[src/sv/hoasl_pkg.sv]
// hoasl_pkg: shared constants, register codes and the arctangent step table
// for the hard or atan soft limiter; depends on nothing else
`timescale 1ns / 1ps

package hoasl_pkg;

   // magnitudes wider than this many bits are halved before the cordic
   localparam int NORM_BITS = 46;

   // pi in q2.13
   localparam int PI_BITS = 15;
   localparam logic [PI_BITS-1:0] PI_Q13 = 15'd25736;

   // the range operand enters the cordic scaled by 2^13
   localparam int X_SHIFT = 13;

   // cordic angle accumulator, units of pi * 2^-30
   localparam int MAX_STAGES  = 32;
   localparam int ANGLE_BITS  = 32;
   localparam int ROUND_SHIFT = 30;

   typedef enum logic [1:0] {
      CSR_GAIN,
      CSR_BOTTOM,
      CSR_TOP,
      CSR_MODE
   } csr_index_type;

   typedef enum logic {
      MODE_LINEAR,
      MODE_ATAN
   } curve_mode_type;

   // round(atan(2^-i) / pi * 2^30)
   function automatic logic signed [ANGLE_BITS-1:0] atan_entry(input int unsigned idx);
      logic signed [ANGLE_BITS-1:0] val;
      case (idx)
         0:  val = 32'sd268435456;
         1:  val = 32'sd158466703;
         2:  val = 32'sd83729454;
         3:  val = 32'sd42502378;
         4:  val = 32'sd21333666;
         5:  val = 32'sd10677233;
         6:  val = 32'sd5339919;
         7:  val = 32'sd2670123;
         8:  val = 32'sd1335082;
         9:  val = 32'sd667543;
         10: val = 32'sd333772;
         11: val = 32'sd166886;
         12: val = 32'sd83443;
         13: val = 32'sd41722;
         14: val = 32'sd20861;
         15: val = 32'sd10430;
         16: val = 32'sd5215;
         17: val = 32'sd2608;
         18: val = 32'sd1304;
         19: val = 32'sd652;
         20: val = 32'sd326;
         21: val = 32'sd163;
         22: val = 32'sd81;
         23: val = 32'sd41;
         24: val = 32'sd20;
         25: val = 32'sd10;
         26: val = 32'sd5;
         27: val = 32'sd3;
         28: val = 32'sd1;
         29: val = 32'sd1;
         default: val = '0;
      endcase
      return val;
   endfunction

endpackage

[src/sv/hoasl_cell.sv]
// hoasl_cell: one vectoring cordic rotation with its own pipeline register;
// uses hoasl_pkg for the angle table
`timescale 1ns / 1ps

module hoasl_cell #(
   parameter int DATA_WIDTH = 50,
   parameter int LIN_WIDTH  = 16,
   parameter int STAGE      = 0
) (
   input  logic                                      clock,
   input  logic                                      reset,
   input  logic                                      in_valid,
   output logic                                      in_take,
   input  logic signed [DATA_WIDTH-1:0]              in_x,
   input  logic signed [DATA_WIDTH-1:0]              in_y,
   input  logic signed [hoasl_pkg::ANGLE_BITS-1:0]   in_z,
   input  logic signed [LIN_WIDTH-1:0]               in_lin,
   output logic                                      out_valid,
   input  logic                                      out_take,
   output logic signed [DATA_WIDTH-1:0]              out_x,
   output logic signed [DATA_WIDTH-1:0]              out_y,
   output logic signed [hoasl_pkg::ANGLE_BITS-1:0]   out_z,
   output logic signed [LIN_WIDTH-1:0]               out_lin
);

   localparam logic signed [hoasl_pkg::ANGLE_BITS-1:0] ANGLE_STEP =
      hoasl_pkg::atan_entry(STAGE);

   logic                                    vld_ff;
   logic signed [DATA_WIDTH-1:0]            x_ff, x_in, y_ff, y_in, xs, ys;
   logic signed [hoasl_pkg::ANGLE_BITS-1:0] z_ff, z_in;
   logic signed [LIN_WIDTH-1:0]             lin_ff;

   assign in_take = !vld_ff || out_take;

   // rotate towards the x axis, old x and y on the right
   always_comb begin
      xs = in_x >>> STAGE;
      ys = in_y >>> STAGE;
      if (!in_y[DATA_WIDTH-1]) begin
         x_in = in_x + ys;
         y_in = in_y - xs;
         z_in = in_z + ANGLE_STEP;
      end else begin
         x_in = in_x - ys;
         y_in = in_y + xs;
         z_in = in_z - ANGLE_STEP;
      end
   end

   always_ff @(posedge clock) begin
      if (reset) begin
         vld_ff <= 1'b0;
      end else if (in_take) begin
         vld_ff <= in_valid;
      end
   end

   always_ff @(posedge clock) begin
      if (in_take) begin
         x_ff   <= x_in;
         y_ff   <= y_in;
         z_ff   <= z_in;
         lin_ff <= in_lin;
      end
   end

   assign out_valid = vld_ff;
   assign out_x     = x_ff;
   assign out_y     = y_ff;
   assign out_z     = z_ff;
   assign out_lin   = lin_ff;

endmodule

[config.mk]
export PLATFORM = sky130hd
export DESIGN_NAME = hoasl_cell
export DESIGN_NICKNAME = d
export VERILOG_FILES = /design/src/sv/hoasl_pkg.sv /design/src/sv/hoasl_cell.sv
export SDC_FILE = /design/constraint.sdc
export NUM_CORES = 1
export LEC_CHECK = 0
export BUFFER_PORTS_ARGS = -buffer_cell sky130_fd_sc_hd__buf_2
export CORE_ASPECT_RATIO = 2
export CORE_MARGIN = 2
export CORE_UTILIZATION = 40
export DETAILED_ROUTE_END_ITERATION = 8
export SYNTH_ARGS = -nofsm -noshare
export SYNTH_HDL_FRONTEND = slang
export SYNTH_SLANG_ARGS = --single-unit
[constraint.sdc]
create_clock -name clock -period 11.2 [get_ports clock]
set_input_delay 1.12 -clock clock [delete_from_list [all_inputs] [get_ports clock]]
set_output_delay 1.12 -clock clock [all_outputs]
set_load 0.01 [all_outputs]
After elaboration in Yosys (flattened, before gate mapping):

Index checks and enable logic that the tools add are counted.

* register bits: 149
* bits of input ports: 152
* output and inout port bits: 150
* logic and storage cells: 15

* $add $sub $neg: 5
* muxes and demuxes: 3
* reduce and logical (&&, ||, !) cells: 2

Operator list (count)
* two-way mux 50 bit: 2
* subtractor 50 bit: 2
* adder 50 bit: 1
* adder 32 x 30 -> 32 bit (second input constant): 1
* two-way mux 32 bit: 1
* subtractor 32 x 30 -> 32 bit (second input constant): 1
* logical NOT 1 bit: 1
* logical OR 1 bit: 1

Longest topological paths before layout:

* word-level depth: 2
* depth in mapped cells: 13
* mapped depth without buffers: 13

Worst setup path before layout:

Ideal clock, no wire load.

* kind: input -> output
* start: input port out_take
* end: output port in_take
* arrival time: 4.748 ns
* data required time: 10.080 ns
* slack: 5.332 ns
* stages on the path: 1
* cells stage by stage: nand2b_1

* word-level cells in the longest chain between the ends: 1

RTL lines
* from (decl): RTL line hoasl_cell.sv:19 `input logic out_take,`
* logical OR 1 bit: RTL line hoasl_cell.sv:34 `assign in_take = !vld_ff || out_take;`
* to (decl): RTL line hoasl_cell.sv:13 `output logic in_take,`

No other way between the ends.

Worst setup path after layout:

* start: input port in_x[8]
* end: register y_ff[45] (netlist: out_y[45]) (data pin)

* word-level cells in the longest chain between the ends: 2
* elaborated cells on any way between the ends: 3
* those cells by class: add/sub: 2; mux: 1

RTL lines
* from (decl): RTL line hoasl_cell.sv:14 `input logic signed [DATA_WIDTH-1:0] in_x,`
* subtractor 50 bit / adder 50 bit (equally long branches): RTL line hoasl_cell.sv:42, hoasl_cell.sv:46
* two-way mux 50 bit (*): RTL line hoasl_cell.sv:40 `if (!in_y[DATA_WIDTH-1]) begin`
* net y_in[45]: RTL line hoasl_cell.sv:30 `logic signed [DATA_WIDTH-1:0] x_ff, x_in, y_ff, y_in, xs, ys;`
* to (signal assigned): RTL line hoasl_cell.sv:62 `y_ff <= y_in;`
* to (decl): RTL line hoasl_cell.sv:30

Mark *: on every way through the listed nets, which the timed path passes. The rest lies on a longest branch.
A chain may end at the register's enable or synchronous reset.

==> impl_metrics.ini <==
[clock_network]
ctsResizeCount = 0
cts_buffers = 17
cts_root_buf = clkbuf_16
cts_hold_buf = 0
clk_latency_ns = 0.47
cts_tree = built
clockBufferDepth = 2
clk_pin_slew_ns = 0.07
cts_max_level = 4
post_cts_buffers = 0
cts.sinks = 148

[synth]
ys_seq_area_share_pct = 32.3
synth_edf_count = 147
ys_dominant_reg_cell = edfxtp_1
ys_warn_count = 0
netlist_area_sq_um = 13700
syn_avg_cell_area_sq_um = 8.60
async_flop_share_pct = 0
ys_types = 79
ys_seq_elements = 148
netlist_instances = 1595
syn-num-nets = 1900

[final_layout]
final_cell_mix = 300 x buf_2, 229 x a21oi_1, 154 x inv_1
final_common_cell = buf_2
drive_above_1_share_pct = 19.5
multi_input_area_sq_um = 8400
fin_cells = 2300
n_fill_cell = 3389
regArea_sq_um = 4430
final_cell_area_sq_um = 16100
diodes = 0
nets = 2151
area_delta_synth_final_pct = 17.5

[route]
routedWlPerCell_microns = 20.8
drc = 0
wl_mm = 47.9
dr.first_iter.drc_count = 1478
dr.pass1.iters = 7
ant_nets = 0
vias = 13300
routed_via_density = 5.79

[critical_path]
critPathMaxStageDelay_ns = 0.71
path_cells = buf_2 > inv_1 > ha_1 > nor3_1 > o311ai_0 > a31oi_1 > nor3_1 > o21a_1 > o31ai_1 > a221oi_2 > o311ai_0 > o21ai_0 > xnor2_1
rrSetupSlack_ns = 9.30
worstPathBufferInverterCount = 2
crit_type = in -> reg
critPathSlowestCell = o31ai_1
crit_path_start_kind = primary input
cp_data_arrival_time_ns = 4.97
cp.required_ns = 11.41
crit_family = compound AO/OA/AOI/OAI gates
crit_fanout = 15
cp-end-kind = flop

[sta]
fin_setup_tns_ns = 0
finalCritPeriodShare_pct = 42.5
finalCriticalPeriod_ns = 4.76
setup-violations-final = 0
hold_viol = 0
relSlewSlack_pct = 37.7
final.setup_skew_ns = 0.00959
worst_pin_slew_ns = 0.934
clock.fmax_mhz = 210
rsz0062_at_grt = no
slew_violations = 0

[floorplanning]
dieArea_sq_um = 35900
die_w_microns = 135
placeableCoreArea_sq_um = 34000
row_count = 96
io_pins = 302
die_h_microns = 266
start_util_pct = 40.3

[power_and_ir_drop]
power_mw = 2.14
irDropWorstVdd_mv = 0.122
p_leak_nw = 7.11
cellPowerDensity_nw_per_um2 = 133

[flow_run]
max-cap-violations = 0

[grt]
grt_first_pass_wirelength_mm = 71.6
track_usage_pct = 25.9
grt_max_degree = 74
antenna_found_initial = 0
grt_pass1_vias = 12700
grt.overflow.total = 0

[min_path]
hold_path_class = in -> reg

[placed_design]
port_buffers = 301
dp_hpwl_mm = 38.0
gp_congestion = 0.990
dpl_cell_area_sq_um = 15500
dp_cells = 2268

[status]
status = completed
==> cells in the mapped netlist, drive strengths merged (14+ instances only) <==
cell      n  share of area [%]
a211oi   17               0.93
ha      149                 14
o21bai   44                2.4
inv     155                4.2
a21o     34                1.9
clkbuf   53                1.5
o211ai   14               0.80
o21a     16               0.88
o21ai   109                4.0
nand4    25                1.1
nor3     28                1.0
o31ai    27                1.6
nand3    26               0.95
nor4     18               0.82
edfxtp  147                 32
mux2i    21                1.5
a21oi   230                8.4
nor2    121                3.3
xnor2    93                5.9
buf      20               0.71
nand2    89                2.4
==> final cells by class <==
cell class	count	share of cell area, %
multi-input combinational	1215	52.1
sequential	148	27.5
timing repair buffer	305	9.55
inverter	159	3.70
tap	441	3.43
clock buffer	17	2.64
clock inverter	15	1.03
==> kinds of logic (layout without fill, tap and decap cells) <==
kind of cell | Yosys count | in the layout | share of synthesized area (%)
mux | 21 | 21 | 1.53
simple gates | 361 | 361 | 12.3
flops | 148 | 148 | 32.3
compound gates | 581 | 581 | 26.9
buf+inv | 232 | 496 | 6.51
xor+xnor | 99 | 99 | 6.32
fa+ha+maj | 153 | 153 | 14.2
==> state kept, by name (all words and copies together), names as in the netlist <==
signal     cells
out_lin       16
out_valid      1
out_x         50
out_y         49
out_z         32
==> final timing paths <==
check	depth (start not counted)	to	start
max	13	out_y[45]	in_x[8]
min	2	out_valid	reset
max reg2reg	2	out_x[9]	out_valid
min reg2reg	2	out_valid	out_valid
==> per-layer routing <==
metal	share of wire, %	GRT usage [%]	up-vias
met3	7.4	3.60	122
li1	-	-	6285
met1	42	34.3	6220
met5	0	0	-
met4	4.4	12.2	0
met2	46	41.4	693
==> report_power, final <==
part	internal [mW]	total [mW]	switching (mW)	leakage, nW
sequential	0.733	0.761	0.0280	1.53
combinational	0.282	0.781	0.499	5.30
clock	0.316	0.597	0.280	0.282
==> metrics by stage <==
stage,util (%),worst slack [ns],hold WS [ns]
floorplan,-,5.33,1.19
global placement,45.6,6.05,0.828
detailed placement,45.6,6.01,0.850
CTS,47.4,6.49,0.788
global route,47.4,6.23,0.799
finish,47.4,6.44,0.807
Power figures use the tool's default switching activity.
