<file path="config.mk">
export PLATFORM = sky130hd
export DESIGN_NAME = hoasl_back
export DESIGN_NICKNAME = d
export VERILOG_FILES = /design/src/sv/hoasl_pkg.sv /design/src/sv/hoasl_back.sv
export SDC_FILE = /design/constraint.sdc
export NUM_CORES = 1
export LEC_CHECK = 0
export BUFFER_PORTS_ARGS = -buffer_cell sky130_fd_sc_hd__buf_2
export CAP_MARGIN = 0
export CORE_UTILIZATION = 60
export DETAILED_ROUTE_END_ITERATION = 8
export PLACE_DENSITY = 0.79
export SYNTH_ARGS = -nofsm -noshare
export SYNTH_HDL_FRONTEND = slang
export SYNTH_SLANG_ARGS = --single-unit
</file>
<file path="constraint.sdc">
create_clock -name clock -period 11.2 [get_ports clock]
set_clock_uncertainty 0.15 [all_clocks]
set_input_delay 3.36 -clock clock [delete_from_list [all_inputs] [get_ports clock]]
set_output_delay 3.36 -clock clock [all_outputs]
set_load 0.01 [all_outputs]
</file>
<file path="src/sv/hoasl_pkg.sv">
// hoasl_pkg: shared constants, register codes and the arctangent step table
// for the hard or atan soft limiter; depends on nothing else
`timescale 1ns / 1ps

package hoasl_pkg;

   // magnitudes wider than this many bits are halved before the cordic
   localparam int NORM_BITS = 46;

   // pi in q2.13
   localparam int PI_BITS = 15;
   localparam logic [PI_BITS-1:0] PI_Q13 = 15'd25736;

   // the range operand enters the cordic scaled by 2^13
   localparam int X_SHIFT = 13;

   // cordic angle accumulator, units of pi * 2^-30
   localparam int MAX_STAGES  = 32;
   localparam int ANGLE_BITS  = 32;
   localparam int ROUND_SHIFT = 30;

   typedef enum logic [1:0] {
      CSR_GAIN,
      CSR_BOTTOM,
      CSR_TOP,
      CSR_MODE
   } csr_index_type;

   typedef enum logic {
      MODE_LINEAR,
      MODE_ATAN
   } curve_mode_type;

   // round(atan(2^-i) / pi * 2^30)
   function automatic logic signed [ANGLE_BITS-1:0] atan_entry(input int unsigned idx);
      logic signed [ANGLE_BITS-1:0] val;
      case (idx)
         0:  val = 32'sd268435456;
         1:  val = 32'sd158466703;
         2:  val = 32'sd83729454;
         3:  val = 32'sd42502378;
         4:  val = 32'sd21333666;
         5:  val = 32'sd10677233;
         6:  val = 32'sd5339919;
         7:  val = 32'sd2670123;
         8:  val = 32'sd1335082;
         9:  val = 32'sd667543;
         10: val = 32'sd333772;
         11: val = 32'sd166886;
         12: val = 32'sd83443;
         13: val = 32'sd41722;
         14: val = 32'sd20861;
         15: val = 32'sd10430;
         16: val = 32'sd5215;
         17: val = 32'sd2608;
         18: val = 32'sd1304;
         19: val = 32'sd652;
         20: val = 32'sd326;
         21: val = 32'sd163;
         22: val = 32'sd81;
         23: val = 32'sd41;
         24: val = 32'sd20;
         25: val = 32'sd10;
         26: val = 32'sd5;
         27: val = 32'sd3;
         28: val = 32'sd1;
         29: val = 32'sd1;
         default: val = '0;
      endcase
      return val;
   endfunction

endpackage

</file>
<file path="src/sv/hoasl_back.sv">
// hoasl_back: angle scaling by the range, rounding, mid offset, clamp, mode
// choice and the output register; uses hoasl_pkg
`timescale 1ns / 1ps

module hoasl_back #(
   parameter int SAMPLE_WIDTH = 16
) (
   input  logic                                    clock,
   input  logic                                    reset,
   input  logic                                    in_valid,
   output logic                                    in_take,
   input  logic signed [hoasl_pkg::ANGLE_BITS-1:0] in_z,
   input  logic signed [SAMPLE_WIDTH-1:0]          in_lin,
   input  logic signed [SAMPLE_WIDTH-1:0]          cfg_bottom,
   input  logic signed [SAMPLE_WIDTH-1:0]          cfg_top,
   input  logic signed [SAMPLE_WIDTH-1:0]          cfg_mid,
   input  logic        [SAMPLE_WIDTH-1:0]          cfg_range,
   input  hoasl_pkg::curve_mode_type               cfg_mode,
   input  logic                                    cfg_error,
   output logic                                    rsp_valid,
   input  logic                                    rsp_stall,
   output logic signed [SAMPLE_WIDTH-1:0]          rsp_limited,
   output logic                                    rsp_config_error
);

   localparam int W  = SAMPLE_WIDTH;
   localparam int PW = W + 1 + hoasl_pkg::ANGLE_BITS;
   localparam int SW = W + 3;
   localparam logic signed [PW-1:0] HALF = PW'(2 ** (hoasl_pkg::ROUND_SHIFT - 1));

   logic vld_ff, rsp_valid_ff;
   logic take_rsp, take_prod;

   assign take_rsp  = !rsp_valid_ff || !rsp_stall;
   assign take_prod = !vld_ff || take_rsp;
   assign in_take   = take_prod;

   always_ff @(posedge clock) begin
      if (reset) begin
         vld_ff       <= 1'b0;
         rsp_valid_ff <= 1'b0;
      end else begin
         if (take_prod) vld_ff <= in_valid;
         if (take_rsp) rsp_valid_ff <= vld_ff;
      end
   end

   // range times angle
   logic signed [PW-1:0] prod_ff, prod_in;
   logic signed [W-1:0]  lin_ff;

   assign prod_in = $signed({1'b0, cfg_range}) * in_z;

   always_ff @(posedge clock) begin
      if (take_prod) begin
         prod_ff <= prod_in;
         lin_ff  <= in_lin;
      end
   end

   // round, add mid, clamp and pick the mode
   logic signed [PW-1:0] rnd;
   logic signed [SW-1:0] soft_sum;
   logic signed [SW-1:0] bot_w, top_w;
   logic signed [W-1:0]  soft_clamp;
   logic signed [W-1:0]  limited_in, limited_ff;
   logic                 error_ff;

   always_comb begin
      rnd      = (prod_ff + HALF) >>> hoasl_pkg::ROUND_SHIFT;
      bot_w    = {{(SW-W){cfg_bottom[W-1]}}, cfg_bottom};
      top_w    = {{(SW-W){cfg_top[W-1]}}, cfg_top};
      soft_sum = rnd[SW-1:0] + {{(SW-W){cfg_mid[W-1]}}, cfg_mid};
      if (soft_sum < bot_w)
         soft_clamp = cfg_bottom;
      else if (soft_sum > top_w)
         soft_clamp = cfg_top;
      else
         soft_clamp = soft_sum[W-1:0];

      if (cfg_error)
         limited_in = '0;
      else if (cfg_mode == hoasl_pkg::MODE_LINEAR)
         limited_in = lin_ff;
      else if (cfg_top == cfg_bottom)
         limited_in = cfg_bottom;
      else
         limited_in = soft_clamp;
   end

   always_ff @(posedge clock) begin
      if (take_rsp) begin
         limited_ff <= limited_in;
         error_ff   <= cfg_error;
      end
   end

   assign rsp_valid        = rsp_valid_ff;
   assign rsp_limited      = limited_ff;
   assign rsp_config_error = error_ff;

endmodule

</file>
# == Word level (Yosys, flattened, before mapping) ==
# Index checks and enable logic that the tools add are counted.
# op_classes
add_sub_neg,2
n_mul,1
n_div,0
order_cmp,2
n_eq_ne,1
shifts,0
n_mux,4
n_bitwise,0
n_reduce_logical,5
# ops
cell,count
$mux 16,4
$add 49x31->49 const B,1
$mul 17x32->49,1
$add 19x19->19,1
$gt 19x16->1,1
$lt 19x16->1,1
$eq 16x16->1,1
$logic_not 1->1,3
$logic_or 1x1->1,2
# word_totals
register_bits,84
latch_bits,0
ram_bits,0
rom_bits,0
inputBits,118
output_inout_bits,19
elab_cells,21
mem_count,0

# == Depth between registers and ports, before layout ==
# Gate-level depths: netlist of the first run.
# depth
ltp_word,7
depth_mapped,24
ltp_nobuf,22

# == Worst setup path before layout of the first run ==
# OpenSTA, ideal clock, no wires.
# synth_timing
path_type,input to register
startpoint,input port in_z[31] in the netlist's numbering
endpoint,register prod_ff[48] (data pin)
setup_ns,0.266
arrival_time_ns,8.777
required_time_ns,10.784
slack_ns,2.007
stages,20
path_buffers,2
path_cell_list,clkbuf_1 -> nand2_1 -> fa_1 -> inv_1 -> fa_1 -> fa_1 -> fa_1 -> fa_1 -> inv_1 -> fa_1 -> inv_1 -> ha_1 -> buf_1 -> nand2_1 -> a2111oi_0 -> o31a_1 -> o21ai_1 -> a31oi_2 -> mux2i_1 -> nand4_1
# synth_between
elab_chain_len,1
# synth_rtl
element,line_no,rtl
"start, declared",hoasl_back.sv:12,"input logic signed [hoasl_pkg::ANGLE_BITS-1:0] in_z,"
$mul 17x32->49,hoasl_back.sv:52,"assign prod_in = $signed({1'b0, cfg_range}) * in_z;"
via prod_in[48],hoasl_back.sv:49,"logic signed [PW-1:0] prod_ff, prod_in;"
"end signal, assigned",hoasl_back.sv:56,prod_ff <= prod_in;
"end, declared",hoasl_back.sv:49,
# The timed path passes the listed nets, and every way through them passes these cells.
# A chain may end at the register's enable or synchronous reset.

# == Worst setup path in the final report of the first run ==
# layout_timing
startpoint,input port cfg_range[2]
endpoint,register prod_ff[48] (data pin)
# layout_between
elab_chain_len,1
# layout_rtl
element,line_no,rtl
"start, declared",hoasl_back.sv:17,"input logic [SAMPLE_WIDTH-1:0] cfg_range,"
$mul 17x32->49,hoasl_back.sv:52,
via prod_in[48],hoasl_back.sv:49,
# The timed path passes the listed nets, and every way through them passes these cells.

==> results.ini, run 1 <==
[global_routing]
grt_pass1_vias=17920
grt_antenna_before_repair=0
grt_max_degree=39
overflow=0
grt_usage=0.3060
grt_pass1_wl_um=87680

[cts]
cts_num_sinks=55
cts_root_buf=clkbuf_16
cts_tree=done
numCtsBuffers=5
cts_buffer_depth=2
post_cts_buffers=0
h-tree-depth=2
clk_latency_ns=0.30
ctsResizeCount=0
hold_buffers=0
clkTransAtPathRegs_ns=0.08

[routing]
detail_route.wl_per_cell_um=18.18
dr.pass1.iters=5
via_per_inst=5.577
via_count=16020
detail_route.iter0.violations=1157
drtAntennaViolNets=0
wirelength_um=52220
post-route-drc-count=0

[worst_setup_path]
arrival_ns=9.73
crit_path_start_kind=primary input
critical_path_class=primary input to register
cp_max_fo=32
critPathCaptureType=register
cp.required_ns=11.10

[place]
dpl.hpwl_um=42720
place.gp.congestion=0.9160
io_buffers=136

[yosys]
synth_fp_nets=3130
async_reset_ff_frac=0
yosys-top-cells-area=fa_1 (45%), inv_1 (11%), ha_1 (9.9%)
yosys_warnings=0
synth_top_area_share=0.4522
synth.yosys.seq_area_share=0.07552
synth_edf_count=53
yosys_most_used_dff=edfxtp_1
ys_ff_latch=55
yosys.cell_count.top_type=inv_1
postSynthAreaPerCell_um2=9.181
synth_largest_area_cell=fa_1
syn_area_um2=21600
synthTopCellsByCount=inv_1 (612), fa_1 (488), nand2_1 (314), and2_1 (230), ha_1 (171)
yosysUniqueCellTypes=64
postSynthCellCount=2353

[sta]
timing.final.hold_violations=0
fmax_ghz=0.1018
tightest_slew_ns=1.049
period_share=0.8774
min_period_ns=9.827
grt_setup_unrepaired=no
relSlewSlack=0.3005
finalSetupViolations=0
maxSlewViolCount=0
tns_ns=0

[floorplanning]
die_h_um=191.8
core-area_um2=35480
num_rows=69
initial_utilization=0.6088
die_x_um=191.8
dieArea_um2=36770
num_io_pins=137

[outcome]
status=finished, final reports clean

[final_layout]
nets=3188
diodes=0
drive_gt1_frac=0.06882
area_delta_synth_final_pct=5.091

[job]
maxCapViolCount=0

[min_path]
min_path_type=register to register

layer usage:
layer | global-route usage | vias up | part of all wire
met5 | 0 | - | 0
met4 | 0.09982 | 0 | 0.033
met3 | 0.04604 | 149 | 0.076
met2 | 0.5294 | 634 | 0.50
met1 | 0.3935 | 8139 | 0.39
li1 | - | 7100 | -
path summary, 6_finish.rpt:
path                         start  depth (start not counted)                           end  slack, ns
max                   cfg_range[2]                         19         prod_ff[48]$_DFFE_PP_       1.37
min            vld_ff$_SDFFE_PP0P_                          2        rsp_valid$_SDFFE_PP0P_       0.35
max reg2reg  prod_ff[29]$_DFFE_PP_                         21  rsp_limited[9]$_SDFFCE_PP0P_       4.88
min reg2reg    vld_ff$_SDFFE_PP0P_                          2        rsp_valid$_SDFFE_PP0P_       0.35
state kept, by name (all words and copies together) (netlist names):
name	cells
prod_ff	20
lin_ff	16
rsp_limited	16
rsp_config_error	1
rsp_valid	1
vld_ff	1
cell families after synthesis:
| kind of cell | synth area share |
|---|---|
| xor+xnor | 0.03122 |
| mux | 0.01407 |
| buf+inv | 0.1223 |
| fa+ha+maj | 0.5513 |
| simple gates | 0.1530 |
| compound gates | 0.05259 |
| flops | 0.07552 |
worst max-delay path, cell delays in order:
cell and delay (ns):
buf_2 0.57, nand2_1 0.27, fa_1 0.82, fa_1 0.45, inv_1 0.32, fa_1 0.52, fa_1 0.50, fa_1 0.48
inv_1 0.05, fa_1 0.47, inv_1 0.04, ha_1 0.37, nand4_1 0.12, a2111oi_0 0.37, o31a_1 0.30, o21ai_1 0.15
a31oi_2 0.23, mux2i_1 0.21, nand4_1 0.10
cell usage in the layout (no fill, tap or decap), types with 4 or more instances in the layout:
cell type  netlist  routed
nor2_1          32      32
a21o_1          24      24
mux2i_1         18      18
inv_1          612     612
o22ai_1         11      11
buf_4            2       4
nor4_1           8       8
o21bai_1         4       4
ha_1           171     171
mux2_2           8       8
nand2_1        314     314
a211oi_1         8       8
nand4_1         18      18
a31oi_1          4       4
xor2_1          32      32
a21oi_1         50      50
nand3_1         15      14
nor2b_1          5       5
o21ai_1         12      12
o21ai_0         10      10
xnor2_1         45      45
and2_1         230     230
clkbuf_16        0       5
nand2b_1        16      16
nor3_1          10      10
o21a_1           4       4
fa_1           488     488
edfxtp_1        53      53
and3_1           8       8
buf_2            0     136
metrics by stage:
stage	instances	setup slack [ns]	cell area [um^2]	utilization	hold WS [ns]
final	2873	1.373	22700	0.6398	0.3516
after global routing	2873	1.017	22700	0.6398	0.4001
after CTS	2873	1.366	22700	0.6398	0.3566
after detailed placement	2865	1.022	22550	0.6356	0.3452
after global placement	2865	1.151	22550	0.6356	0.3192
after floorplan	2353	2.007	21600	-	0.2876
final cells by class:
cell class              instances  area, um^2
flip-flops and latches         55        1632
multi-input cells            1596       17330
clock buffers                   5       125.1
clock inverters                 3       23.77
well taps                     461       576.8
fillers                      2908       12780
inverters                     613        2301
repair buffers                140       710.7
Power of run 1 is not shown: default switching activity piles up to over one toggle a cycle in this logic, so the estimate is an artifact.
==> inputs of run 2 (changes only) <==
--- a/config.mk
+++ b/config.mk
@@ -7,6 +7,7 @@
 export LEC_CHECK = 0
 export BUFFER_PORTS_ARGS = -buffer_cell sky130_fd_sc_hd__buf_2
 export CAP_MARGIN = 0
+export CORE_ASPECT_RATIO = 0.7
 export CORE_UTILIZATION = 60
 export DETAILED_ROUTE_END_ITERATION = 8
 export PLACE_DENSITY = 0.79
==> results.ini, run 2 (synthesis results as in run 1) <==
[worst_setup_path]
arrival_ns=9.84  ; was 9.73 ns
critPathMostFrequentCell=fa_1  ; unchanged
path_cells=buf_2, nand2_1, fa_1, fa_1, inv_1, fa_1, fa_1, fa_1, inv_1, fa_1, inv_1, ha_1, nand4_1, a2111oi_0, o31a_1, o21ai_1, a31oi_2, mux2i_1, nand4_1  ; unchanged
cp.required_ns=11.10  ; about the same
reg2reg_slack_ns=4.93  ; was 4.88 ns
crit_path_start_kind=primary input  ; unchanged
reg2reg_depth=21  ; unchanged
critical_path_class=primary input to register  ; unchanged
r2r-start=prod_ff[30]$_DFFE_PP_  ; was prod_ff[29]$_DFFE_PP_
slowest_delay_ns=0.78  ; was 0.82 ns
cp_max_fo=32  ; unchanged
r2r-end=rsp_limited[7]$_SDFFCE_PP0P_  ; was rsp_limited[9]$_SDFFCE_PP0P_
critPathCaptureType=register  ; unchanged
crit_path_top_delay_cell=fa_1  ; unchanged

[cts]
numCtsBuffers=5  ; unchanged
cts_tree=done  ; unchanged
post_cts_buffers=0  ; unchanged
h-tree-depth=2  ; unchanged
clkTransAtPathRegs_ns=0.07  ; was 0.08 ns
cts_num_sinks=55  ; unchanged
clk_latency_ns=0.31  ; was 0.30 ns
ctsResizeCount=0  ; unchanged
hold_buffers=0  ; unchanged
cts_root_buf=clkbuf_16  ; unchanged
cts_buffer_depth=2  ; unchanged

[sta]
relSlewSlack=0.3008  ; was 0.3005
period_share=0.8872  ; was 0.8774
tns_ns=0  ; unchanged
timing.final.hold_violations=0  ; unchanged
fmax_ghz=0.1006  ; was 0.1018 GHz
grt_setup_unrepaired=no  ; unchanged
worst_slack_ns=1.263  ; was 1.373 ns
maxSlewViolCount=0  ; unchanged
finalSetupViolations=0  ; unchanged
tightest_slew_ns=1.049  ; about the same
min_period_ns=9.937  ; was 9.827 ns

[routing]
via_count=16240  ; was 16,020
wirelength_um=54720  ; was 52,220 um
dr.pass1.iters=5  ; unchanged
detail_route.iter0.violations=1348  ; was 1,157
detail_route.wl_per_cell_um=18.93  ; was 18.18 um
drtAntennaViolNets=0  ; unchanged
via_per_inst=5.620  ; was 5.577
post-route-drc-count=0  ; unchanged

[job]
maxCapViolCount=0  ; unchanged

[min_path]
hold_path.startpoint=vld_ff$_SDFFE_PP0P_  ; unchanged
holdPathEnd=rsp_valid$_SDFFE_PP0P_  ; unchanged
hold_depth=2  ; unchanged
min_path_type=register to register  ; unchanged

[place]
io_buffers=136  ; unchanged
dpl.hpwl_um=44690  ; was 42,720 um
place.gp.congestion=0.9714  ; was 0.9160
post-place-ws_ns=1.014  ; was 1.022 ns

[global_routing]
grt_antenna_before_repair=0  ; unchanged
grt_pass1_wl_um=91060  ; was 87,680 um
grt_usage=0.3157  ; was 0.3060
grt_max_degree=39  ; unchanged
grt_pass1_vias=17820  ; was 17,920
overflow=0  ; unchanged

[floorplanning]
die_h_um=160.8  ; was 191.8 um
initial_utilization=0.6157  ; was 0.6088
die_x_um=228.8  ; was 191.8 um
num_rows=57  ; was 69
num_io_pins=137  ; unchanged
core-area_um2=35090  ; was 35,480 um^2
dieArea_um2=36780  ; was 36,770 um^2

[final_layout]
largest_reg_flops=20  ; unchanged
mostFrequentLayoutCells=inv_1 (612), fa_1 (488), nand2_1 (314)  ; unchanged
max_flop_register=prod_ff  ; unchanged
drive_gt1_frac=0.07113  ; was 0.06882
area_delta_synth_final_pct=5.363  ; was 5.091%
multi_input_area_um2=17330  ; unchanged
final_common_cell=inv_1  ; unchanged
nets=3194  ; was 3,188
diodes=0  ; unchanged
n_fill_cell=2839  ; was 2,908
regArea_um2=1632  ; unchanged

[outcome]
status=finished, final reports clean  ; unchanged

run 2: how the worst max path moves through the flow:
stage            startpoint               endpoint  slack (ns)  cells after the start
2_1_floorplan      in_z[31]  prod_ff[48]$_DFFE_PP_        2.01                     20
3_3_place_gp   cfg_range[2]  prod_ff[48]$_DFFE_PP_        1.17                     19
3_5_place_dp   cfg_range[2]  prod_ff[48]$_DFFE_PP_        1.01                     19
4_1_cts        cfg_range[2]  prod_ff[48]$_DFFE_PP_        1.30                     19
5_1_grt        cfg_range[2]  prod_ff[48]$_DFFE_PP_        0.79                     19
6_report       cfg_range[2]  prod_ff[48]$_DFFE_PP_        1.26                     19
run 2: through the flow:
stage,cell area (um^2),util,cells,hold WS (ns)
final,22760,0.6487,2890,0.3508
after global routing,22760,0.6487,2890,0.4172
after CTS,22760,0.6487,2890,0.3565
after detailed placement,22610,0.6445,2882,0.3397
after global placement,22610,0.6445,2882,0.3143
after floorplan,21600,-,2353,0.2876
run 2: cell type report:
type                    instances  area share
inverters                     613      0.1011
clock inverters                 3    0.001044
multi-input cells            1596      0.7615
repair buffers                146     0.03320
flip-flops and latches         55     0.07168
clock buffers                   5    0.005497
well taps                     472     0.02595
run 2: worst max-delay path: cells and delay by family:
kind / cells / cell delay, ns
simple gates: 3 / 0.49
fa+ha+maj: 7 / 3.60
compound gates: 4 / 1.10
buf+inv: 4 / 1.04
mux: 1 / 0.21
run 2: per-layer routing:
layer,track usage,vias to the layer above,routed length [um]
li1,-,7112,-
met3,0.08558,126,6402
met1,0.4488,8112,23000
met4,0.07152,0,1271
met5,0,-,0
met2,0.4862,893,24040
Power of run 2 is left out for the same reason.
==> inputs of run 3 (changes only) <==
--- a/config.mk
+++ b/config.mk
@@ -10,7 +10,7 @@
 export CORE_ASPECT_RATIO = 0.7
 export CORE_UTILIZATION = 60
 export DETAILED_ROUTE_END_ITERATION = 8
-export PLACE_DENSITY = 0.79
+export PLACE_DENSITY_LB_ADDON = 0.25
 export SYNTH_ARGS = -nofsm -noshare
 export SYNTH_HDL_FRONTEND = slang
 export SYNTH_SLANG_ARGS = --single-unit
==> results.ini, run 3 (synthesis results as in run 1) <==
[outcome]
status=finished, final reports clean  ; unchanged

[cts]
h-tree-depth=2  ; unchanged
cts_root_buf=clkbuf_16  ; unchanged
cts_buffer_depth=2  ; unchanged
cts_tree=done  ; unchanged
post_cts_buffers=0  ; unchanged
hold_buffers=0  ; unchanged
numCtsBuffers=5  ; unchanged
clkTransAtPathRegs_ns=0.07  ; about the same
ctsResizeCount=0  ; unchanged
cts_num_sinks=55  ; unchanged
clk_latency_ns=0.30  ; was 0.31 ns

[job]
maxCapViolCount=0  ; unchanged

[routing]
detail_route.wl_per_cell_um=19.36  ; was 18.93 um
via_per_inst=5.580  ; was 5.620
wirelength_um=55880  ; was 54,720 um
post-route-drc-count=0  ; unchanged
dr.pass1.iters=5  ; unchanged
via_count=16100  ; was 16,240
detail_route.iter0.violations=1275  ; was 1,348
drtAntennaViolNets=0  ; unchanged

[sta]
grt_setup_unrepaired=no  ; unchanged
relSlewSlack=0.3281  ; was 0.3008
timing.final.hold_violations=0  ; unchanged
finalSetupViolations=0  ; unchanged
worst_slack_ns=1.018  ; was 1.263 ns
timing.hold.ws_ns=0.3503  ; was 0.3508 ns
fmax_ghz=0.09821  ; was 0.1006 GHz
tightest_slew_ns=1.008  ; was 1.049 ns
min_period_ns=10.18  ; was 9.937 ns
maxSlewViolCount=0  ; unchanged
tns_ns=0  ; unchanged
period_share=0.9091  ; was 0.8872

[worst_setup_path]
path_cells=buf_2, buf_4, nand2_1, fa_1, inv_1, fa_1, fa_1, fa_1, fa_1, inv_1, fa_1, inv_1, ha_1, and4_1, and3_1, nand4_1, a41oi_1, o31a_1, o21ai_1, a31oi_2, mux2i_1, nand4_1  ; was buf_2, nand2_1, fa_1, fa_1, inv_1, fa_1, fa_1, fa_1, inv_1, fa_1, inv_1, ha_1, nand4_1, a2111oi_0, o31a_1, o21ai_1, a31oi_2, mux2i_1, nand4_1
r2r-end=rsp_limited[9]$_SDFFCE_PP0P_  ; was rsp_limited[7]$_SDFFCE_PP0P_
arrival_ns=10.07  ; was 9.84 ns
cp_max_fo=17  ; was 32
critical_path_class=primary input to register  ; unchanged
critPathTopFamily=adder cells  ; unchanged
crit_path_start_kind=primary input  ; unchanged
reg2reg_slack_ns=4.85  ; was 4.93 ns
critPathCaptureType=register  ; unchanged
cp_num_buf_inv=5  ; was 4
crit_path_top_delay_cell=fa_1  ; unchanged
critPathMostFrequentCell=fa_1  ; unchanged
reg2reg_depth=21  ; unchanged
cp.required_ns=11.09  ; was 11.10 ns
slowest_delay_ns=0.65  ; was 0.78 ns
r2r-start=prod_ff[30]$_DFFE_PP_  ; unchanged

[final_layout]
n_fill_cell=2924  ; was 2,839
final_common_cell=inv_1  ; unchanged
drive_gt1_frac=0.06959  ; was 0.07113
nets=3190  ; was 3,194
fin_area_um2=22730  ; was 22,760 um^2
diodes=0  ; unchanged
max_flop_register=prod_ff  ; unchanged
mostFrequentLayoutCells=inv_1 (612), fa_1 (488), nand2_1 (314)  ; unchanged
regArea_um2=1632  ; unchanged
largest_reg_flops=20  ; unchanged
area_delta_synth_final_pct=5.219  ; was 5.363%
multi_input_area_um2=17330  ; unchanged

[place]
placed_area_um2=22580  ; was 22,610 um^2
io_buffers=136  ; unchanged
place.gp.congestion=0.9751  ; was 0.9714
post-place-ws_ns=0.8735  ; was 1.014 ns
dpl.hpwl_um=45110  ; was 44,690 um

[floorplanning]
core-area_um2=35090  ; unchanged
num_io_pins=137  ; unchanged
die_h_um=160.8  ; unchanged
dieArea_um2=36780  ; unchanged
num_rows=57  ; unchanged
initial_utilization=0.6157  ; unchanged
die_x_um=228.8  ; unchanged

[global_routing]
grt_antenna_before_repair=0  ; unchanged
overflow=0  ; unchanged
grt_max_degree=38  ; was 39
grt_pass1_wl_um=92520  ; was 91,060 um
grt_usage=0.3248  ; was 0.3157
grt_pass1_vias=17470  ; was 17,820

[min_path]
hold_path.startpoint=vld_ff$_SDFFE_PP0P_  ; unchanged
holdPathEnd=rsp_valid$_SDFFE_PP0P_  ; unchanged
hold_depth=2  ; unchanged
min_path_type=register to register  ; unchanged

run 3: cell count changes in the layout (fill, tap and decap cells not counted):
cell / before / now
clkinvlp_4: 1 / 0
clkinv_4: 0 / 1
buf_4: 10 / 6
inv_8: 1 / 0
inv_6: 0 / 1
run 3: worst register-to-register path, stage by stage, from the launching register on:
cell,delay (ns)
edfxtp_1,0.36
ha_1,0.19
nand3_1,0.26
nor2_1,0.22
xor2_1,0.18
ha_1,0.29
o21a_1,0.21
o21a_1,0.21
and4_4,0.22
a2111oi_4,0.36
o21bai_1,0.15
a41o_1,0.29
o41ai_2,0.23
xnor2_1,0.18
ha_1,0.35
nand4_1,0.14
nor2_1,0.25
a21oi_1,0.14
a221oi_4,0.77
mux2_2,0.42
mux2i_1,0.37
a211oi_1,0.14
run 3: worst max path at each step:
| stage | startpoint | to | slack [ns] | depth (start not counted) |
|---|---|---|---|---|
| after detailed placement | cfg_range[4] | prod_ff[48]$_DFFE_PP_ | 0.87 | 22 |
| after CTS | cfg_range[8] | prod_ff[48]$_DFFE_PP_ | 1.19 | 22 |
| after global placement | cfg_range[8] | prod_ff[48]$_DFFE_PP_ | 1.04 | 22 |
| after floorplan | in_z[31] | prod_ff[48]$_DFFE_PP_ | 2.01 | 20 |
| final | cfg_range[8] | prod_ff[48]$_DFFE_PP_ | 1.02 | 22 |
| after global routing | cfg_range[8] | prod_ff[48]$_DFFE_PP_ | 0.78 | 22 |
run 3: layout make-up:
cell class | instances | area share
Multi-Input combinational cell | 1596 | 0.7626
Inverter | 613 | 0.1012
Sequential cell | 55 | 0.07178
Timing Repair Buffer | 142 | 0.03193
Tap cell | 472 | 0.02598
Clock buffer | 5 | 0.005504
Clock inverter | 3 | 0.0009908
run 3: per-stage QoR:
stage	cells	util
CTS	2886	0.6478
finish	2886	0.6478
floorplan	2353	-
global placement	2878	0.6436
detailed placement	2878	0.6436
global route	2886	0.6478
run 3: routing by layer:
layer | wire length [um] | share of wire | global-route usage | vias up
met2 | 23620 | 0.42 | 0.4754 | 834
met4 | 885 | 0.016 | 0.05091 | 4
met1 | 24460 | 0.44 | 0.4813 | 8070
li1 | - | - | - | 7108
met5 | 84 | 0.0015 | 0.02083 | -
met3 | 6828 | 0.12 | 0.1021 | 87
Power of run 3 is left out for the same reason.
